### config.mk
export PLATFORM = sky130hd
export DESIGN_NAME = mpf_ctrl_flat
export DESIGN_NICKNAME = d
export VERILOG_FILES = /design/src/hdl/mpf_pkg.sv /design/src/hdl/mpf_in_if.sv /design/src/hdl/mpf_out_if.sv /design/src/hdl/mpf_ctrl.sv /design/src/flat_wrapper.sv
export SDC_FILE = /design/constraint.sdc
export NUM_CORES = 1
export LEC_CHECK = 0
export BUFFER_PORTS_ARGS = -buffer_cell sky130_fd_sc_hd__buf_2
export CORE_ASPECT_RATIO = 0.8
export CORE_UTILIZATION = 49
export DETAILED_ROUTE_END_ITERATION = 10
export GPL_TIMING_DRIVEN = 0
export PLACE_DENSITY = 0.78
export SLEW_MARGIN = 10
export SYNTH_ARGS = -nofsm -noshare
export SYNTH_HDL_FRONTEND = slang
export SYNTH_SLANG_ARGS = --single-unit
### constraint.sdc
create_clock -name clk -period 3.8 [get_ports clk]
set_input_delay 0.19 -clock clk [delete_from_list [all_inputs] [get_ports clk]]
set_output_delay 0.19 -clock clk [all_outputs]
set_load 0.01 [all_outputs]
### src/hdl/mpf_pkg.sv
// ----------------------------------------------------------------------------
// mpf_pkg
// Shared widths and mode codes of the page-mode monochrome framebuffer.
// ----------------------------------------------------------------------------
package mpf_pkg;

  localparam int MODE_W  = 2;
  localparam int COORD_W = 8;
  localparam int PAGE_W  = COORD_W - 3;
  localparam int BYTE_W  = 8;
  // page * width never needs more than this
  localparam int BASE_W  = PAGE_W + COORD_W + 1;

  localparam logic [MODE_W-1:0] MODE_DRAW = 2'd0;
  localparam logic [MODE_W-1:0] MODE_FILL = 2'd1;
  localparam logic [MODE_W-1:0] MODE_READ = 2'd2;

  localparam logic [BYTE_W-1:0] FILL_CLEAR = 8'h00;
  localparam logic [BYTE_W-1:0] FILL_SET   = 8'hFF;

  localparam int CFG_ADDR_W = 3;
  localparam int CFG_DATA_W = 32;
  localparam logic [CFG_ADDR_W-1:0] REG_INVERT_PIXELS = 3'd0;

endpackage

### src/hdl/mpf_in_if.sv
// ----------------------------------------------------------------------------
// mpf_in_if
// Command channel: draw, fill or read request.
// ----------------------------------------------------------------------------
interface mpf_in_if;
  import mpf_pkg::*;

  logic               valid;
  logic               ready;
  logic [MODE_W-1:0]  mode;
  logic [COORD_W-1:0] column;
  logic [COORD_W-1:0] row;
  logic               color;

  modport source (output valid, output mode, output column, output row, output color,
                  input ready);
  modport sink   (input valid, input mode, input column, input row, input color,
                  output ready);
endinterface

### src/hdl/mpf_out_if.sv
// ----------------------------------------------------------------------------
// mpf_out_if
// Response channel: read byte and range flag.
// ----------------------------------------------------------------------------
interface mpf_out_if;
  import mpf_pkg::*;

  logic              valid;
  logic              ready;
  logic [BYTE_W-1:0] read_byte;
  logic              in_range;

  modport source (output valid, output read_byte, output in_range, input ready);
  modport sink   (input valid, input read_byte, input in_range, output ready);
endinterface

### src/hdl/mpf_ctrl.sv
// ----------------------------------------------------------------------------
// mpf_ctrl
// Command sequencer: address math, read-modify-write of one byte, fill sweep
// and the response register.
// ----------------------------------------------------------------------------
module mpf_ctrl #(
  parameter int DISPLAY_WIDTH  = 128,
  parameter int DISPLAY_HEIGHT = 64,
  parameter int DEPTH          = 1024,
  parameter int ADDR_W         = 10
) (
  input  logic                        clk,
  input  logic                        rst_n,
  input  logic                        invert_pixels,
  mpf_in_if.sink                      in_ch,
  mpf_out_if.source                   out_ch,
  output logic                        mem_we,
  output logic [ADDR_W-1:0]           mem_waddr,
  output logic [mpf_pkg::BYTE_W-1:0]  mem_wdata,
  output logic                        mem_re,
  output logic [ADDR_W-1:0]           mem_raddr,
  input  logic [mpf_pkg::BYTE_W-1:0]  mem_rdata
);
  import mpf_pkg::*;

  typedef enum logic [1:0] {ST_IDLE, ST_FILL, ST_RESP} state_t;

  localparam logic [COORD_W:0]  WIDTH_C   = (COORD_W + 1)'(DISPLAY_WIDTH);
  localparam logic [COORD_W:0]  HEIGHT_C  = (COORD_W + 1)'(DISPLAY_HEIGHT);
  localparam logic [BASE_W-1:0] WIDTH_B   = BASE_W'(DISPLAY_WIDTH);
  localparam logic [ADDR_W-1:0] LAST_ADDR = ADDR_W'(DEPTH - 1);

  state_t            state_r, state_nxt;
  logic [MODE_W-1:0] mode_r;
  logic              ok_r;
  logic [2:0]        bit_r;
  logic              color_r;
  logic [ADDR_W-1:0] addr_r;
  logic [ADDR_W-1:0] cnt_r;
  logic              out_valid_r;
  logic [BYTE_W-1:0] out_byte_r;
  logic              out_range_r;

  logic              accept;
  logic              coord_ok;
  logic              item_ok;
  logic [BASE_W-1:0] page_base;
  logic [ADDR_W-1:0] in_addr;
  logic              load_out;
  logic [BYTE_W-1:0] bit_mask;
  logic [BYTE_W-1:0] fill_byte;

  assign in_ch.ready = (state_r == ST_IDLE);
  assign accept      = in_ch.valid && in_ch.ready;

  assign coord_ok  = ({1'b0, in_ch.column} < WIDTH_C) && ({1'b0, in_ch.row} < HEIGHT_C);
  assign page_base = BASE_W'(in_ch.row[COORD_W-1:3]) * WIDTH_B;
  assign in_addr   = ADDR_W'(in_ch.column) + ADDR_W'(page_base);

  always_comb begin
    case (in_ch.mode) inside
      MODE_DRAW, MODE_READ: item_ok = coord_ok;
      MODE_FILL:            item_ok = 1'b1;
      default:              item_ok = 1'b0;
    endcase
  end

  assign load_out  = (state_r == ST_RESP) && (!out_valid_r || out_ch.ready);
  assign bit_mask  = BYTE_W'(1) << bit_r;
  assign fill_byte = color_r ? FILL_SET : FILL_CLEAR;

  // store accesses
  assign mem_re    = accept;
  assign mem_raddr = in_addr;
  assign mem_waddr = (state_r == ST_FILL) ? cnt_r : addr_r;
  always_comb begin
    mem_we    = 1'b0;
    mem_wdata = fill_byte;
    if (state_r == ST_FILL) begin
      mem_we = 1'b1;
    end else if (load_out && mode_r == MODE_DRAW && ok_r) begin
      mem_we    = 1'b1;
      mem_wdata = color_r ? (mem_rdata | bit_mask) : (mem_rdata & ~bit_mask);
    end
  end

  always_comb begin
    state_nxt = state_r;
    unique case (state_r)
      ST_IDLE: begin
        if (accept) begin
          state_nxt = (in_ch.mode == MODE_FILL) ? ST_FILL : ST_RESP;
        end
      end
      ST_FILL: begin
        if (cnt_r == LAST_ADDR) begin
          state_nxt = ST_RESP;
        end
      end
      ST_RESP: begin
        if (load_out) begin
          state_nxt = ST_IDLE;
        end
      end
      default: state_nxt = ST_IDLE;
    endcase
  end

  always_ff @(posedge clk) begin
    if (!rst_n) begin
      state_r     <= ST_IDLE;
      out_valid_r <= 1'b0;
    end else begin
      state_r <= state_nxt;
      if (load_out) begin
        out_valid_r <= 1'b1;
        out_byte_r  <= (mode_r == MODE_READ && ok_r) ? mem_rdata : '0;
        out_range_r <= ok_r;
      end else if (out_ch.ready) begin
        out_valid_r <= 1'b0;
      end
      if (accept) begin
        mode_r  <= in_ch.mode;
        ok_r    <= item_ok;
        bit_r   <= in_ch.row[2:0];
        addr_r  <= in_addr;
        cnt_r   <= '0;
        // inversion applies to single-pixel draws only
        color_r <= (in_ch.mode == MODE_DRAW) ? (in_ch.color ^ invert_pixels) : in_ch.color;
      end else if (state_r == ST_FILL) begin
        cnt_r <= cnt_r + ADDR_W'(1);
      end
    end
  end

  assign out_ch.valid     = out_valid_r;
  assign out_ch.read_byte = out_byte_r;
  assign out_ch.in_range  = out_range_r;

  a_store_write_ctx: assert property (@(posedge clk) disable iff (!rst_n)
    mem_we |-> (state_r == ST_FILL || state_r == ST_RESP))
    else $error("store written outside fill or response");

  a_accept_busy: assert property (@(posedge clk) disable iff (!rst_n)
    accept |=> (state_r != ST_IDLE))
    else $error("accepted word did not start work");

  a_out_of_range_zero: assert property (@(posedge clk) disable iff (!rst_n)
    (out_valid_r && !out_range_r) |-> (out_byte_r == '0))
    else $error("nonzero byte on out-of-range response");

  a_fill_to_resp: assert property (@(posedge clk) disable iff (!rst_n)
    (state_r == ST_FILL && cnt_r == LAST_ADDR) |=> (state_r == ST_RESP))
    else $error("fill sweep did not end at last byte");

endmodule

### src/flat_wrapper.sv
// flat-port wrapper written by rule: the top's interface ports become plain ports
module mpf_ctrl_flat import mpf_pkg::*;
#(
  parameter int DISPLAY_WIDTH  = 128,
  parameter int DISPLAY_HEIGHT = 64,
  parameter int DEPTH          = 1024,
  parameter int ADDR_W         = 10
)
  (clk, rst_n, invert_pixels, mem_we, mem_waddr, mem_wdata, mem_re, mem_raddr, mem_rdata, in_ch_valid, in_ch_mode, in_ch_column, in_ch_row, in_ch_color, in_ch_ready, out_ch_valid, out_ch_read_byte, out_ch_in_range, out_ch_ready);
  mpf_in_if in_ch_i ();
  mpf_out_if out_ch_i ();
  input  logic clk;
  input  logic rst_n;
  input  logic invert_pixels;
  output logic mem_we;
  output logic [ADDR_W-1:0] mem_waddr;
  output logic [mpf_pkg::BYTE_W-1:0] mem_wdata;
  output logic mem_re;
  output logic [ADDR_W-1:0] mem_raddr;
  input  logic [mpf_pkg::BYTE_W-1:0] mem_rdata;
  input wire logic [$bits(in_ch_i.valid)-1:0] in_ch_valid;
  input wire logic [$bits(in_ch_i.mode)-1:0] in_ch_mode;
  input wire logic [$bits(in_ch_i.column)-1:0] in_ch_column;
  input wire logic [$bits(in_ch_i.row)-1:0] in_ch_row;
  input wire logic [$bits(in_ch_i.color)-1:0] in_ch_color;
  output wire logic [$bits(in_ch_i.ready)-1:0] in_ch_ready;
  output wire logic [$bits(out_ch_i.valid)-1:0] out_ch_valid;
  output wire logic [$bits(out_ch_i.read_byte)-1:0] out_ch_read_byte;
  output wire logic [$bits(out_ch_i.in_range)-1:0] out_ch_in_range;
  input wire logic [$bits(out_ch_i.ready)-1:0] out_ch_ready;
  assign in_ch_i.valid = in_ch_valid;
  assign in_ch_i.mode = in_ch_mode;
  assign in_ch_i.column = in_ch_column;
  assign in_ch_i.row = in_ch_row;
  assign in_ch_i.color = in_ch_color;
  assign in_ch_ready = in_ch_i.ready;
  assign out_ch_valid = out_ch_i.valid;
  assign out_ch_read_byte = out_ch_i.read_byte;
  assign out_ch_in_range = out_ch_i.in_range;
  assign out_ch_i.ready = out_ch_ready;
  mpf_ctrl #(.DISPLAY_WIDTH(DISPLAY_WIDTH), .DISPLAY_HEIGHT(DISPLAY_HEIGHT), .DEPTH(DEPTH), .ADDR_W(ADDR_W)) u_core (.clk(clk), .rst_n(rst_n), .invert_pixels(invert_pixels), .in_ch(in_ch_i), .out_ch(out_ch_i), .mem_we(mem_we), .mem_waddr(mem_waddr), .mem_wdata(mem_wdata), .mem_re(mem_re), .mem_raddr(mem_raddr), .mem_rdata(mem_rdata));
endmodule
==> results of run 1 <==
==> Yosys cell counts (all sizes together), types with 3 or more instances <==
library cell / count / share of area, %
mux2: 17 / 9.6
inv: 5 / 0.94
ha: 3 / 1.9
xor2: 3 / 1.3
or3b: 3 / 1.3
nand2: 5 / 0.94
nand3b: 3 / 1.1
nor2b: 3 / 0.94
dfxtp: 3 / 3.0
edfxtp: 36 / 54
nand4: 9 / 3.1
a21oi: 5 / 1.4
buf: 10 / 3.5
and2: 9 / 2.8
nand3: 5 / 1.5
or3: 4 / 1.2
o21ai: 4 / 1.0
nor2: 6 / 1.1
==> worst max-delay path, stage by stage, from the launching register on <==
cell	delay, ps
sky130_fd_sc_hd__edfxtp_1	480
sky130_fd_sc_hd__or3b_2	490
sky130_fd_sc_hd__nand4_1	120
sky130_fd_sc_hd__mux2_2	330
sky130_fd_sc_hd__buf_2	140
==> layer usage <==
layer | up-vias | global-route usage [%]
met1 | 688 | 27.70
li1 | 749 | -
met3 | 5 | 4.762
met5 | - | 0
met2 | 49 | 26.21
met4 | 0 | 6.593
==> power by group <==
part           internal (mW)  total [mW]  switching, mW
Clock                  0.146       0.282          0.136
Sequential             0.495       0.514         0.0191
Combinational         0.0624       0.129         0.0664
==> final cells by class <==
| type | count | area share (%) |
|---|---|---|
| clock inverters | 1 | 0.1983 |
| clock buffers | 7 | 3.421 |
| flip-flops and latches | 39 | 45.22 |
| well taps | 55 | 2.727 |
| multi-input cells | 102 | 30.49 |
| inverters | 5 | 0.7437 |
| repair buffers | 72 | 14.28 |
| plain buffers | 11 | 2.925 |
==> flip-flops by register name (all words and copies together) (netlist names) <==
| signal | cells |
|---|---|
| u_core.addr_r | 10 |
| u_core.cnt_r | 10 |
| u_core.out_ch.read_byte | 8 |
| u_core.bit_r | 3 |
| u_core.mode_r | 2 |
| u_core.state_r | 2 |
| u_core.color_r | 1 |
| u_core.ok_r | 1 |
| u_core.out_ch.in_range | 1 |
| u_core.out_ch.valid | 1 |
==> final timing paths <==
check / endpoint / slack (ps) / depth (start not counted)
worst max-delay path: mem_wdata[1] / 1770 / 4
worst min-delay path: u_core.bit_r[1] / 80 / 1
worst max register to register: u_core.addr_r[2] / 1860 / 2
worst min register to register: u_core.out_ch.in_range / 510 / 0
==> logic make-up (layout without fill, tap and decap cells) <==
family | count (synthesis) | in the layout | share of synthesized area, %
muxes | 17 | 17 | 9.556
and+or+nand+nor | 58 | 58 | 18.36
AOI/OAI and AO/OA | 19 | 19 | 6.434
adders and majority gates | 3 | 3 | 1.874
buffers and inverters | 16 | 96 | 4.622
xor gates and xnor gates | 5 | 5 | 2.187
DFF | 39 | 39 | 56.96
==> cells in the final DEF (no fill, tap or decap), types with 5 or more instances in the layout <==
cell type | netlist | final
sky130_fd_sc_hd__mux2_2 | 17 | 17
sky130_fd_sc_hd__nand2_1 | 5 | 5
sky130_fd_sc_hd__buf_2 | 2 | 74
sky130_fd_sc_hd__buf_4 | 8 | 8
sky130_fd_sc_hd__nand4_1 | 8 | 8
sky130_fd_sc_hd__inv_1 | 5 | 5
sky130_fd_sc_hd__and2_1 | 9 | 9
sky130_fd_sc_hd__nor2_1 | 6 | 6
sky130_fd_sc_hd__clkbuf_8 | 0 | 6
sky130_fd_sc_hd__edfxtp_1 | 36 | 36
==> impl_metrics.tcl, run 1 <==
set metrics [dict create \
    clkLatencyLatePin_ps 290 \
    wl_per_cell_um 13.31 \
    placeableCoreArea_mm2 0.003854 \
    cts_max_level 2 \
    cellPowerDensity_mw_per_mm2 366.7 \
    die_span_in_y_um 59.19 \
    io_pins 73 \
    nets 271 \
    route.met3.wl_um 234 \
    synth-async-reset-ratio_pct 0 \
    worst-path-max-fanout 8 \
    clock-sinks 39 \
    die_w_um 73.49 \
    postSynthAreaPerCell_um2 12.76 \
    synth_flop_cell "sky130_fd_sc_hd__edfxtp_1" \
    grt_util_all_layers_pct 18.59 \
    utilization_pct 65.49 \
    leakage_nw 0.9961 \
    syn-num-nets 192 \
    cp-start-kind "register" \
    detail_route.iter0.violations 99 \
    synthesis.yosys.warnings 0 \
    max_freq_mhz 491.7 \
    multiInputGateArea_um2 769.5 \
    final_layout_size_suffix_gt1_share_pct 48.52 \
    cts_made_buffers 5 \
    layout_stage_area_growth_over_the_synthesis_result_pct 25.98 \
    stdcell_area_mm2 0.002524 \
    numPlacedInstances 284 \
    detailed_route_wl_mm 3.886 \
    synth-seq-area-share_pct 56.96 \
    drc_errors 0 \
    critical_path_origin "u_core.bit_r[2]" \
    gp_routability_congestion 0.8381 \
    cts_hold_repair.buffers 0 \
    grt_first_pass_wirelength_mm 5.913 \
    arrival_ps 1840 \
    maxSlewViolCount 0 \
    largest_buffer_count_on_any_clock_path 2 \
    diodes 0 \
    via_per_inst 5.106 \
    drt_pre_antenna_iters 5 \
    finalHoldViolCount 0 \
    fillerInstances 305 \
    initial_core_util_pct 51.98 \
    cp.required_ps 3610 \
    globalRoute.totalOverflow 0 \
    number_of_flops_mapped_to_enable_cells_by_yosys 36 \
    routed.top_layer "met4" \
    grt_start_max_net_pins 18 \
    crit_path_end_kind "primary output" \
    post_cts.resized_instances 0 \
    hold_start "in_ch_row[1]" \
    crit-reg2reg-launch "u_core.state_r[1]" \
    cap_viol_max_count 0 \
    yosys.cell_types.count 41 \
    cts-root-buf "sky130_fd_sc_hd__clkbuf_8" \
    port-buffer-count 72 \
    place_hpwl_mm 2.940 \
    clock_pin_slew_worst_setup_and_hold_paths_ps 70 \
    die-area_mm2 0.004350 \
    whs_ps 80.11 \
    ys_ff_latch 39 \
    tritoncts "done" \
    tightest_slew_ps 742.5 \
    drt_antenna_net_count 0 \
    run_status "finished clean" \
    syn-cell-area_mm2 0.002003 \
    vdd.ir_drop.worst_v 0.0002461 \
    routed-via-count 1491 \
    final_setup_viols 0 \
    slew_headroom_pct 50.50 \
    placement.cell_area_mm2 0.002432 \
    fin_crit_ps 2034 \
    fin_setup_tns_ps 0 \
    hold_class "in2reg" \
    finalWorstSetupSlack_ps 1766 \
    setup_repair_after_global_routing_missed_its_margin "no" \
    routed-wl-met2_mm 1.693 \
    maximum_clock_skew_at_final_layout_ps 4.650 \
    report.power.total_mw 0.9253 \
    antenna_found_initial 0 \
    register_area_mm2 0.001141 \
    final.period_utilization_pct 53.52 \
    worst-setup-path-type "reg2out" \
    worst_setup_slack_after_placement_ps 1886 \
    post_cts.repair.setup_buffers 0 \
    vias_in_the_first_global_route 1219 \
    finalNonFillerCells 292 \
    wl_met1_mm 1.909 \
    synthCells 157 \
    floorplan.rows 20 \
]
Note: power is estimated with default switching activity, not from simulation.
==> run 2: changes to the inputs <==
Settings changed: CORE_UTILIZATION 49 to 44, PLACE_DENSITY 0.78 to 0.74.
Clock period 3.8 ns to 1.8 ns, I/O delays scaled along.
==> impl_metrics.tcl, run 2 (synthesized netlist as in run 1, its figures left out) <==
set metrics [dict create \
    setup_repair_after_global_routing_missed_its_margin "yes" \
    drt_pre_antenna_iters 4 \
    cts_made_buffers 5 \
    layout_stage_area_growth_over_the_synthesis_result_pct 39.85 \
    placement.cell_area_mm2 0.002435 \
    cp.required_ps 1710 \
    drt_antenna_net_count 0 \
    grt_util_all_layers_pct 19.78 \
    finalWorstSetupSlack_ps -100.9 \
    cp-start-kind "register" \
    io_pins 73 \
    maximum_clock_skew_at_final_layout_ps 6.271 \
    run_status "complete, but fails checks" \
    detail_route.iter0.violations 111 \
    vdd.ir_drop.worst_v 0.0006126 \
    largest_buffer_count_on_any_clock_path 2 \
    failing_checks "setup timing" \
    max_freq_mhz 526.1 \
    crit_path_end_kind "primary output" \
    via_per_inst 5.162 \
    final.period_utilization_pct 105.6 \
    stdcell_area_mm2 0.002801 \
    diodes 0 \
    globalRoute.totalOverflow 0 \
    placeableCoreArea_mm2 0.004283 \
    tritoncts "done" \
    fin_setup_tns_ps -165.1 \
    finalHoldViolCount 0 \
    drc_errors 0 \
    slew_headroom_pct 69.16 \
    initial_core_util_pct 46.77 \
    wl_per_cell_um 14.87 \
    die-area_mm2 0.004828 \
    clock_pin_slew_worst_setup_and_hold_paths_ps 70 \
    cts-root-buf "sky130_fd_sc_hd__clkbuf_8" \
    mostFrequentLayoutCell "sky130_fd_sc_hd__buf_2" \
    floorplan.rows 21 \
    worst-path-max-fanout 4 \
    clock-sinks 39 \
    die_span_in_y_um 62.35 \
    worst-setup-path-type "reg2out" \
    cts_max_level 2 \
    cap_viol_max_count 0 \
    antenna_found_initial 0 \
    routed-via-count 1621 \
    detailed_route_wl_mm 4.669 \
    nets 291 \
    maxSlewViolCount 0 \
    fillerInstances 315 \
    grt_first_pass_wirelength_mm 7.334 \
    layout_common_cells "sky130_fd_sc_hd__buf_2 (70), sky130_fd_sc_hd__edfxtp_1 (36), sky130_fd_sc_hd__buf_4 (16)" \
    arrival_ps 1810 \
    cellPowerDensity_mw_per_mm2 755.6 \
    gp_routability_congestion 0.8059 \
    vias_in_the_first_global_route 1558 \
    fin_crit_ps 1901 \
    die_w_um 77.44 \
    final_layout_size_suffix_gt1_share_pct 51.75 \
    place_hpwl_mm 3.137 \
    leakage_nw 1.135 \
    final_setup_viols 3 \
    port-buffer-count 72 \
    tightest_slew_ps 462.5 \
    clkLatencyLatePin_ps 290 \
    hold_class "in2reg" \
    grt_start_max_net_pins 18 \
]
==> run 2: final cells by class <==
cell class	instances	area (um^2)	share of cell area, %
inverters	5	18.77	0.6699
multi-input cells	102	817.0	29.16
well taps	57	71.32	2.546
clock inverters	3	38.79	1.385
repair buffers	92	565.5	20.19
clock buffers	5	68.82	2.456
plain buffers	11	77.57	2.769
flip-flops and latches	39	1144	40.82
==> run 2: layer usage <==
layer	global-route usage [%]	wire length, um	share of wire (%)
met2	31.97	2265	49
met3	4.265	263	5.6
met4	8.962	98	2.1
met5	0	0	0
met1	25.43	2042	44
==> run 2: through the flow <==
stage                     worst slack [ps]  power [mW]  hold WS (ps)  instances  util (%)
after global routing                -130.3       2.206         21.41        314     65.41
final                               -100.9       2.117         25.50        314     65.41
after global placement              -148.6       1.373         271.3        286     56.85
after floorplan                      198.3       1.255         188.9        157         -
after detailed placement            -140.2       1.382         268.3        286     56.85
after CTS                           -55.01       2.113         19.08        313     64.27
==> run 2: power by group <==
group / internal, mW / switching (mW) / leakage [nW]
logic: 0.170 / 0.157 / 0.726
clock network: 0.406 / 0.297 / 0.0556
registers: 1.05 / 0.0418 / 0.354
==> run 2: worst max-delay path, cell delays in order, from the launching register on <==
cell                       delay (ps)
sky130_fd_sc_hd__edfxtp_1         450
sky130_fd_sc_hd__buf_6            150
sky130_fd_sc_hd__or3_1            350
sky130_fd_sc_hd__nand4_1          140
sky130_fd_sc_hd__mux2_4           320
sky130_fd_sc_hd__buf_6            120
==> run 2: path summary, 6_finish.rpt <==
path | end | from | cells past startpoint | slack (ps)
setup / recovery | mem_wdata[0] | u_core.bit_r[0] | 5 | -100
hold / removal | u_core.mode_r[1] | in_ch_mode[1] | 1 | 30
setup reg to reg | u_core.cnt_r[7] | u_core.state_r[0] | 3 | 190
hold reg to reg | u_core.state_r[0] | u_core.state_r[1] | 1 | 520
==> run 2: what timing repair did <==
action | in CTS | in global routing
setup endpoints to repair | 42 | 43
setup buffers | 9 | 1
pin swaps | 3 | 3
hold endpoints to repair | 10 | 0
resized for setup | 12 | 12
hold buffers | 10 | 0
